<file path="src/design/jtl_pkg.sv">
package jtl_pkg;

    localparam logic [1:0] KIND_TOKEN = 2'd0;
    localparam logic [1:0] KIND_END   = 2'd1;
    localparam logic [1:0] KIND_ERROR = 2'd2;

    localparam logic [3:0] TAG_LBRACK = 4'd0;
    localparam logic [3:0] TAG_RBRACK = 4'd1;
    localparam logic [3:0] TAG_LBRACE = 4'd2;
    localparam logic [3:0] TAG_RBRACE = 4'd3;
    localparam logic [3:0] TAG_COMMA  = 4'd4;
    localparam logic [3:0] TAG_COLON  = 4'd5;
    localparam logic [3:0] TAG_QUOTE  = 4'd6;
    localparam logic [3:0] TAG_WORD   = 4'd7;
    localparam logic [3:0] TAG_TRUE   = 4'd8;
    localparam logic [3:0] TAG_FALSE  = 4'd9;
    localparam logic [3:0] TAG_NULL   = 4'd10;
    localparam logic [3:0] TAG_NUM    = 4'd11;

    localparam logic [1:0] MODE_IDLE = 2'd0;
    localparam logic [1:0] MODE_WORD = 2'd1;
    localparam logic [1:0] MODE_NUM  = 2'd2;
    localparam logic [1:0] MODE_DROP = 2'd3;

    localparam logic [15:0] LEN_MAX = 16'hFFFF;
    localparam int unsigned MAX_RESULTS = 3;
    localparam int unsigned QUEUE_DEPTH = 4;

    typedef struct packed {
        logic [1:0]  kind;
        logic [3:0]  tag;
        logic [15:0] start_offset;
        logic [15:0] token_length;
        logic        run_end;
    } result_t;

    function automatic logic is_alpha(input logic [7:0] b);
        return (b >= 8'h41 && b <= 8'h5A) || (b >= 8'h61 && b <= 8'h7A) || (b == 8'h5F);
    endfunction

    function automatic logic is_digit(input logic [7:0] b);
        return b >= 8'h30 && b <= 8'h39;
    endfunction

    function automatic logic is_space(input logic [7:0] b);
        return (b == 8'h20) || (b == 8'h09) || (b == 8'h0A);
    endfunction

    // delimiter tag, bit 4 set when the byte is no delimiter
    function automatic logic [4:0] delim_code(input logic [7:0] b);
        logic [4:0] d;
        case (b)
            8'h5B:   d = {1'b0, TAG_LBRACK};
            8'h5D:   d = {1'b0, TAG_RBRACK};
            8'h7B:   d = {1'b0, TAG_LBRACE};
            8'h7D:   d = {1'b0, TAG_RBRACE};
            8'h2C:   d = {1'b0, TAG_COMMA};
            8'h3A:   d = {1'b0, TAG_COLON};
            8'h22:   d = {1'b0, TAG_QUOTE};
            default: d = 5'h10;
        endcase
        return d;
    endfunction

    // bit 8 marks a position past the end of the keyword
    function automatic logic [8:0] kw_char(input logic [1:0] k, input logic [2:0] at);
        logic [8:0] c;
        c = 9'h100;
        case (k)
            2'd0:
            begin
                case (at)
                    3'd0:    c = 9'h074;
                    3'd1:    c = 9'h072;
                    3'd2:    c = 9'h075;
                    3'd3:    c = 9'h065;
                    default: c = 9'h100;
                endcase
            end
            2'd1:
            begin
                case (at)
                    3'd0:    c = 9'h066;
                    3'd1:    c = 9'h061;
                    3'd2:    c = 9'h06C;
                    3'd3:    c = 9'h073;
                    3'd4:    c = 9'h065;
                    default: c = 9'h100;
                endcase
            end
            2'd2:
            begin
                case (at)
                    3'd0:    c = 9'h06E;
                    3'd1:    c = 9'h075;
                    3'd2:    c = 9'h06C;
                    3'd3:    c = 9'h06C;
                    default: c = 9'h100;
                endcase
            end
            default: c = 9'h100;
        endcase
        return c;
    endfunction

    function automatic logic [2:0] kw_match(input logic [2:0] cand, input logic [15:0] at,
                                           input logic [7:0] b);
        logic [2:0] r;
        r = cand;
        for (int k = 0; k < 3; k++)
        begin
            if (at > 16'd7 || kw_char(2'(k), at[2:0]) != {1'b0, b})
                r[k] = 1'b0;
        end
        return r;
    endfunction

    function automatic logic [3:0] word_tag(input logic [2:0] cand, input logic [15:0] len);
        logic [3:0] t;
        t = TAG_WORD;
        if (cand[0] && len == 16'd4)
            t = TAG_TRUE;
        if (cand[1] && len == 16'd5)
            t = TAG_FALSE;
        if (cand[2] && len == 16'd4)
            t = TAG_NULL;
        return t;
    endfunction

endpackage

</file>
<file path="src/design/jtl_core.sv">
module jtl_core
    import jtl_pkg::*;
#(
    parameter logic [15:0] POS_LIMIT = 16'hFFFF
)
(
    input  logic                             clk,
    input  logic                             rst_n,
    input  logic                             fire,
    input  logic [7:0]                       byte_in,
    input  logic                             doc_end,
    output result_t [MAX_RESULTS-1:0]        res,
    output logic [1:0]                       res_count
);

    logic [1:0]  mode_reg, mode_next;
    logic [15:0] pos_reg, pos_next;
    logic [15:0] pst_reg, pst_next;
    logic [15:0] plen_reg, plen_next;
    logic [2:0]  cand_reg, cand_next;

    always_comb
    begin
        result_t    r [MAX_RESULTS];
        logic [1:0] n;
        logic       used;
        logic [4:0] dc;

        for (int i = 0; i < MAX_RESULTS; i++)
            r[i] = '0;
        n = 2'd0;
        used = 1'b0;
        dc = delim_code(byte_in);
        mode_next = mode_reg;
        pos_next = pos_reg;
        pst_next = pst_reg;
        plen_next = plen_reg;
        cand_next = cand_reg;

        if (mode_reg == MODE_DROP)
        begin
            if (doc_end)
            begin
                mode_next = MODE_IDLE;
                pos_next = '0;
                pst_next = '0;
                plen_next = '0;
                cand_next = '0;
            end
            else if (pos_reg < POS_LIMIT)
            begin
                pos_next = pos_reg + 16'd1;
            end
        end
        else
        begin
            // extend or close the open word or number
            if (mode_reg == MODE_WORD || mode_reg == MODE_NUM)
            begin
                if ((mode_reg == MODE_WORD && (is_alpha(byte_in) || is_digit(byte_in))) ||
                    (mode_reg == MODE_NUM && (is_digit(byte_in) || byte_in == 8'h2E)))
                begin
                    if (mode_reg == MODE_WORD)
                        cand_next = kw_match(cand_reg, plen_reg, byte_in);
                    if (plen_reg != LEN_MAX)
                        plen_next = plen_reg + 16'd1;
                    used = 1'b1;
                end
                else
                begin
                    r[n] = '{KIND_TOKEN,
                             (mode_reg == MODE_WORD) ? word_tag(cand_reg, plen_reg) : TAG_NUM,
                             pst_reg, plen_reg, 1'b0};
                    n = n + 2'd1;
                    mode_next = MODE_IDLE;
                    plen_next = '0;
                    cand_next = '0;
                end
            end

            if (!used)
            begin
                if (!dc[4])
                begin
                    r[n] = '{KIND_TOKEN, dc[3:0], pos_reg, 16'd1, 1'b0};
                    n = n + 2'd1;
                end
                else if (is_space(byte_in))
                begin
                    n = n;
                end
                else if (is_alpha(byte_in))
                begin
                    mode_next = MODE_WORD;
                    pst_next = pos_reg;
                    cand_next = kw_match(3'b111, 16'd0, byte_in);
                    plen_next = 16'd1;
                end
                else if (is_digit(byte_in))
                begin
                    mode_next = MODE_NUM;
                    pst_next = pos_reg;
                    plen_next = 16'd1;
                    cand_next = '0;
                end
                else
                begin
                    r[n] = '{KIND_ERROR, 4'd0, pos_reg, 16'd1, 1'b0};
                    n = n + 2'd1;
                    mode_next = MODE_DROP;
                end
            end

            if (doc_end)
            begin
                if (mode_next == MODE_WORD || mode_next == MODE_NUM)
                begin
                    r[n] = '{KIND_TOKEN,
                             (mode_next == MODE_WORD) ? word_tag(cand_next, plen_next) : TAG_NUM,
                             pst_next, plen_next, 1'b0};
                    n = n + 2'd1;
                end
                if (mode_next != MODE_DROP)
                begin
                    r[n] = '{KIND_END, 4'd0, pos_reg, 16'd0, 1'b0};
                    n = n + 2'd1;
                end
                mode_next = MODE_IDLE;
                pos_next = '0;
                pst_next = '0;
                plen_next = '0;
                cand_next = '0;
            end
            else if (pos_reg < POS_LIMIT)
            begin
                pos_next = pos_reg + 16'd1;
            end

            if (n != 2'd0)
                r[n - 2'd1].run_end = 1'b1;
        end

        for (int i = 0; i < MAX_RESULTS; i++)
            res[i] = r[i];
        res_count = n;
    end

    always_ff @(posedge clk or negedge rst_n)
    begin
        if (!rst_n)
        begin
            mode_reg <= MODE_IDLE;
            pos_reg <= '0;
            pst_reg <= '0;
            plen_reg <= '0;
            cand_reg <= '0;
        end
        else if (fire)
        begin
            mode_reg <= mode_next;
            pos_reg <= pos_next;
            pst_reg <= pst_next;
            plen_reg <= plen_next;
            cand_reg <= cand_next;
        end
    end

endmodule

</file>
<file path="src/design/jtl_queue.sv">
module jtl_queue
    import jtl_pkg::*;
(
    input  logic                      clk,
    input  logic                      rst_n,
    input  logic                      push,
    input  result_t [MAX_RESULTS-1:0] push_data,
    input  logic [1:0]                push_count,
    output logic                      room,
    output logic                      out_valid,
    input  logic                      out_ready,
    output result_t                   out_data
);

    localparam int unsigned CW = $clog2(QUEUE_DEPTH + 1);
    localparam int unsigned IW = $clog2(QUEUE_DEPTH);

    result_t       q_reg [QUEUE_DEPTH];
    result_t       q_next [QUEUE_DEPTH];
    logic [CW-1:0] count_reg, count_next;

    always_comb
    begin
        logic [CW-1:0] base;

        base = count_reg;
        for (int i = 0; i < QUEUE_DEPTH; i++)
            q_next[i] = q_reg[i];

        if (out_valid && out_ready)
        begin
            for (int i = 0; i < QUEUE_DEPTH - 1; i++)
                q_next[i] = q_reg[i + 1];
            base = count_reg - CW'(1);
        end

        count_next = base;
        if (push)
        begin
            for (int i = 0; i < MAX_RESULTS; i++)
            begin
                if (2'(i) < push_count)
                    q_next[IW'(base + CW'(i))] = push_data[i];
            end
            count_next = base + CW'(push_count);
        end
    end

    always_ff @(posedge clk or negedge rst_n)
    begin
        if (!rst_n)
            count_reg <= '0;
        else
            count_reg <= count_next;
    end

    always_ff @(posedge clk)
    begin
        for (int i = 0; i < QUEUE_DEPTH; i++)
            q_reg[i] <= q_next[i];
    end

    assign room = (count_reg <= CW'(QUEUE_DEPTH - MAX_RESULTS));
    assign out_valid = (count_reg != '0);
    assign out_data = q_reg[0];

endmodule

</file>
<file path="src/design/json_token_lexer.sv">
// Byte-serial JSON token lexer. One document byte is taken per transfer on s_axis, with tlast on
// the final byte; tokens, the end mark and the error mark leave on m_axis, kind in tuser and the
// last result of each byte flagged by tlast. A byte is lexed in the cycle it is taken and its
// results (up to three) go into a four-entry result queue that feeds the output. One byte per
// cycle is sustained while each byte gives at most one result and m_axis does not stall; a byte
// that closes a word or number and also gives its own token, or a final byte, slows the input,
// since the queue drains one result per cycle and takes a byte only when it has room for three.
module json_token_lexer
    import jtl_pkg::*;
#(
    parameter int unsigned MAX_DOC_BYTES = 65536
)
(
    input  logic        clk,
    input  logic        rst_n,
    input  logic        s_axis_tvalid,
    output logic        s_axis_tready,
    input  logic [7:0]  s_axis_tdata,   // byte_in
    input  logic        s_axis_tlast,
    output logic        m_axis_tvalid,
    input  logic        m_axis_tready,
    output logic [39:0] m_axis_tdata,   // tag, start_offset, token_length, zero pad
    output logic [1:0]  m_axis_tuser,   // kind
    output logic        m_axis_tlast
);

    localparam logic [15:0] POS_LIMIT = (MAX_DOC_BYTES - 1 > 65535) ? 16'hFFFF
                                        : 16'(MAX_DOC_BYTES - 1);

    logic                      fire;
    result_t [MAX_RESULTS-1:0] res;
    logic [1:0]                res_count;
    logic                      room;
    result_t                   head;

    assign s_axis_tready = room;
    assign fire = s_axis_tvalid && room;

    jtl_core #(
        .POS_LIMIT (POS_LIMIT)
    ) u_core (
        .clk       (clk),
        .rst_n     (rst_n),
        .fire      (fire),
        .byte_in   (s_axis_tdata),
        .doc_end   (s_axis_tlast),
        .res       (res),
        .res_count (res_count)
    );

    jtl_queue u_queue (
        .clk        (clk),
        .rst_n      (rst_n),
        .push       (fire),
        .push_data  (res),
        .push_count (res_count),
        .room       (room),
        .out_valid  (m_axis_tvalid),
        .out_ready  (m_axis_tready),
        .out_data   (head)
    );

    assign m_axis_tdata = {4'd0, head.token_length, head.start_offset, head.tag};
    assign m_axis_tuser = head.kind;
    assign m_axis_tlast = head.run_end;

endmodule

</file>
<file path="config.mk">
export PLATFORM = sky130hd
export DESIGN_NAME = json_token_lexer
export DESIGN_NICKNAME = d
export VERILOG_FILES = /design/src/design/jtl_pkg.sv /design/src/design/jtl_core.sv /design/src/design/jtl_queue.sv /design/src/design/json_token_lexer.sv
export SDC_FILE = /design/constraint.sdc
export NUM_CORES = 1
export LEC_CHECK = 0
export ABC_AREA = 1
export CAP_MARGIN = 20
export CORE_ASPECT_RATIO = 0.6
export CORE_UTILIZATION = 53
export CTS_BUF_LIST = sky130_fd_sc_hd__clkbuf_4
export DETAILED_ROUTE_END_ITERATION = 6
export DONT_BUFFER_PORTS = 1
export PLACE_DENSITY = 0.69
export SYNTH_ARGS = -nofsm -noshare
export SYNTH_HDL_FRONTEND = slang
export SYNTH_SLANG_ARGS = --single-unit
</file>
<file path="constraint.sdc">
create_clock -name clk -period 4.7 [get_ports clk]
set_input_delay 0 -clock clk [delete_from_list [all_inputs] [get_ports clk]]
set_output_delay 0 -clock clk [all_outputs]
set_load 0.01 [all_outputs]
</file>
======== Word-level counts from Yosys, hierarchy flattened ========
Memories as Yosys holds them, arrays and structs flattened.
Cells that the tools add are included.
word-level totals
  bits in registers ....................... 56
  memory bits (writable) .................. 156
  input port bits ......................... 13
  logic and storage cells ................. 283
  memories kept ........................... 1
operators by class
  add/sub/neg operators ................... 10
  order comparisons ....................... 26
  eq/ne operators ......................... 34
  mux-type cells .......................... 160
  bitwise operators ....................... 7
  reduce and logical (&&, ||, !) cells .... 39
memories
  name           depth  width  read ports  clocked after memory_dff  write ports  RTL line         text
  u_queue.q_reg  4      39     4           0                         4            jtl_queue.sv:18  result_t q_reg [QUEUE_DEPTH];
operators with widths
  kind                   number
  $mux 117               15
  $mux 156               6
  $bwmux 117             5
  $demux 39 s2           7
  $bwmux 156             3
  $mux 16                22
  $mux 39                8
  $mux 9                 27
  $eq 16x3->1 const B    4
  $ne 9x8->1             6
  $mux 2                 25
  $pmux 9 s5             1
  $mux 4                 11
  $mux 3                 14
  $eq 8x6->1 const B     5
  $eq 8x7->1 const B     5
  $mux 37                1
  $pmux 9 s4             1
  $pmux 5 s7             1
  $add 16x1->16 const B  2
  $pmux 9 s3             1
  $ge 3x3->1 const B     7
  $lt 3x1->1 const B     7
  $not 2->3              7
  30 further kinds       85

======== Longest topological paths before layout ========
  depth in word-level cells ............... 50
  mapped depth ............................ 39
  mapped depth without buffers ............ 34

======== Cells and area by module ========
From an unflattened synthesis, not the netlist that was laid out.
unflattened totals
  cells, all modules ...................... 3,508
  area total of the unflattened synthesis .. 20,344.5 sq um
modules (own cells, without submodules)
  module            times used  cells each  area each (sq um)  seq. area each (sq um)
  jtl_queue         1           2,493       14,108.5           3,588.4
  jtl_core          1           1,008       6,194.7            1,326.3
  json_token_lexer  1           7           41.3               0.0

======== Worst setup path after synthesis ========
OpenSTA, ideal clock, no wires.
  path kind ............................... register to register
  start ................................... reg u_core.mode_reg[0]
  end ..................................... mem u_queue.q_reg[3][2] (netlist name) (data pin)
  data arrival time ....................... 4.823 ns
  data required time ...................... 4.548 ns
  slack ................................... -0.275 ns
  cell stages (with the launch flop) ...... 32
  path buffers ............................ 4
  period minus slack after synthesis ...... 4.975 ns
  path through ............................ dfrtp_1 inv_1 ha_1 clkinv_1 nand3_4 buf_2 buf_2 buf_1 ha_1 inv_1 nand2_1 nand2_1 inv_2 o21ai_2 nand2_2 inv_2 ha_1 a21oi_4 inv_1 ha_1 nand2_1 clkinv_1 nor2_1 inv_1 nor2_1 inv_1 clkbuf_1 o22ai_1 nand2_1 o21ai_0 a21oi_1 o21ai_0
RTL lines
  what                    RTL line         text
  start, declared         jtl_core.sv:16   logic [1:0] mode_reg, mode_next;
  start signal, assigned  jtl_core.sv:160  mode_reg <= mode_next;
  end, declared           jtl_queue.sv:18

==> results.md <==
- Status: complete, but fails checks
- Failing checks: design-rule violations
- Yosys top cell area share: 19.1%
- Util after Layout: 59.1%
- Root Driver: clkbuf_4
- CTS buffer count: 54
- Largest net degree at the start of global routing: 173
- Mapped Cells: 2772
- Post-Synthesis Cell Area: 17300 um2
- CTS tree: built
- Syn avg cell area: 6.25 um2
- # IOs: 58
- Fin. max-slew vios: 0
- Crit share post-route: 94.4%
- Most frequent cell after synthesis: nand2_1
- Data arrival, critical path: 4.91 ns
- Non-filler cells, final: 3208
- Worst-path clk slew: 0.08 ns
- Yosys reg bits: 212
- Setup_tns: 0 ns
- Library cell with the largest summed area after synthesis: nand2_1
- Routed wire length: 67.5 mm
- Final HPWL DP: 43.5 mm
- Port bufs: 0
- First-pass GRT wire length: 104 mm
- Die width: 235 um
- Met1 usage: 53.4%
- Final Hold Viols: 0
- Num Clock Sinks: 212
- Starting Density: 54.7%
- Placed Instances: 3081
- Worst hold-check path type: input port to flop
- Crit path buffers/inverters: 6
- DRT iter0 DRCs: 2708
- GP Congestion: 0.980
- Vias per inst: 6.21
- Met3 GRT Util: 11.4%
- Via count: 19900
- Core ar.: 31700 um2
- Sequential share of the synthesized area: 28.4%
- Setup violators final: 0
- Asr flop ratio synth: 26.4%
- Worst IR Drop VDD: 531 uV
- Die height: 142 um
- EDFF count, synth: 39
- Worst slew margin: 37.8%
- Startpoint types: flop
- DR WL/cell: 21.1 um
- Routed Antenna Nets: 0
- Min Tclk post-route: 4.44 ns
- Die area: 33400 um2
- Synth-to-Final Area Change: 8.07%
- Synth Warn #: 0
- Leakage: 9.22 nW
- Initial antenna violation count: 1
- Max reg flops: 156
- Vias in the first global route: 18400
- Fin Hold WS: 0.103 ns
- Crit. End Element: flop
- Max Clock Skew: 0.0601 ns
- Worst-Margin Slew: 0.929 ns
- Gr busiest metal: met2
- Areal power density over the cells: 860 nW/um2
- Slowest library cell on the worst path: o21ai_0
- Top FF cell, synth: dfxtp_1
- Crit-path max FO: 48
- Fin nets: 2783
- Clk buf depth: 3
- Fmax: 225 MHz
- Synth top cells by count: 880 x nand2_1, 219 x o21ai_0, 216 x nor2_1, 204 x a21oi_1, 190 x inv_1
- Global Route Usage Sum: 39.8%
- CP top delay family: simple AND/OR/NAND/NOR gates
- Max Cap Violations: 0
- Critical path data required time: 5.18 ns
- DRC: 27
- Clock latency on the worst-skew pair: 0.78 ns
- Num rows: 50
- Slowest stage delay, CP: 0.44 ns
- Remaining Overflow, GRT: 0
- H-tree depth: 2
- Synth area leaders: nand2_1 19%, dfxtp_1 14%, dfrtp_1 8.1%
- Cell variety after synth: 58
- CP cell instances: inv_1 -> ha_1 -> nand2_2 -> nand2_2 -> nand2_2 -> nand2_1 -> inv_1 -> o21ai_0 -> ha_4 -> nor2_1 -> a21oi_4 -> inv_1 -> ha_1 -> nor2_1 -> nor2_1 -> nand2_2 -> nand2_8 -> nor2_4 -> buf_12 -> inv_1 -> buf_4 -> o211ai_1 -> nand2_1
- First-pass DRT Iterations: 7
- Tot Pwr: 0.0161 W
- Met2 usage: 59.5%
- Layout cells sized above 1: 9.93%
- Kind of critical path: flop to flop
[placed cells by master (no fill, tap or decap), types with 6 or more instances in the layout]
cell	n
nand2_1	878
buf_4	67
mux2i_1	77
xor2_1	6
clkinv_1	24
or2_2	49
nor2_1	214
dlygate4sd3_1	20
buf_12	9
nand3_1	107
o21a_1	14
inv_1	188
nor2_2	6
nor3_1	31
a21oi_1	202
edfxtp_1	39
a22o_1	6
inv_2	16
o22ai_1	69
o211ai_1	48
o21ai_1	83
nand2_2	14
dfxtp_1	117
nor4_1	18
a31oi_1	16
ha_1	22
nand4_1	16
o21ai_0	218
clkbuf_4	76
dfrtp_1	56
[timing repair]
action	CTS	global route
hold buffers	23	0
setup endpoints to repair	0	113
resized for setup	0	16
setup buffers	0	2
endpoints found under the hold margin	158	0
[worst paths after layout]
path                                                      from                              to  slack, ns  cells past startpoint
worst max-delay path            u_core.mode_reg[1]$_DFFE_PN0P_   u_queue.q_reg[3][8]$_DFFE_PP_       0.26                     23
worst min-delay path                           s_axis_tdata[3]    u_queue.q_reg[2][34]$_DFF_P_       0.10                     11
worst max register to register  u_core.mode_reg[1]$_DFFE_PN0P_   u_queue.q_reg[3][8]$_DFFE_PP_       0.26                     23
worst min register to register    u_queue.q_reg[1][32]$_DFF_P_    u_queue.q_reg[0][32]$_DFF_P_       0.50                      2
max in group asynchronous                                rst_n  u_core.plen_reg[6]$_DFFE_PN0P_       3.97                      4
min in group asynchronous                                rst_n   u_core.pos_reg[0]$_DFFE_PN0P_       0.47                      4
[kinds of logic (layout without fill, tap and decap cells)]
kind of cell	after synthesis	after routing	share of synthesized area [%]
buffers and inverters	399	414	9.79
and+or+nand+nor	1361	1361	33.0
other	1	6	0.0216
adders and majority gates	24	24	1.78
AOI/OAI and AO/OA	692	692	22.3
xor gates and xnor gates	6	6	0.303
DFF	212	212	28.4
muxes	77	77	4.45
[metal layers]
layer  wire length, um  part of all wire, %  up-vias
li1                  -                    -     9233
met1             27500                   41     9099
met2             27900                   41     1355
met3              9140                   14      230
met4              2980                  4.4        0
met5                 0                    0        -
[report_power, final]
part / internal [W] / switching, W
logic: 0.00353 / 0.00731
clock network: 0.000858 / 0.000892
registers: 0.00285 / 0.000656
total: 0.00724 / 0.00886
[area by class of cell]
cell class	instances	area, um2
diodes	2	5.00
clock buffers	76	571
clock inverters	24	149
fillers	3076	12900
inverters	214	817
multi-input cells	2164	10800
flip-flops and latches	212	4910
well taps	416	520
repair buffers	100	962
[metrics by stage]
stage | worst slack (ns) | cell area [um2]
after floorplan | 0.0708 | 17300
after global placement | 0.337 | 17600
after detailed placement | 0.188 | 17600
after CTS | 0.175 | 18600
after global routing | -0.0253 | 18700
final | 0.263 | 18700
[worst reg2reg max path, cell delays in order, from the launching register on]
cell and delay (ns):
dfrtp_1 0.42, inv_1 0.09, ha_1 0.25, nand2_2 0.11, nand2_2 0.12, nand2_2 0.10, nand2_1 0.09, inv_1 0.12
o21ai_0 0.44, ha_4 0.31, nor2_1 0.21, a21oi_4 0.06, inv_1 0.09, ha_1 0.23, nor2_1 0.10, nor2_1 0.05
nand2_2 0.15, nand2_8 0.13, nor2_4 0.16, buf_12 0.31, inv_1 0.13, buf_4 0.23, o211ai_1 0.21, nand2_1 0.08
Note: power is estimated with default switching activity, not from simulation.
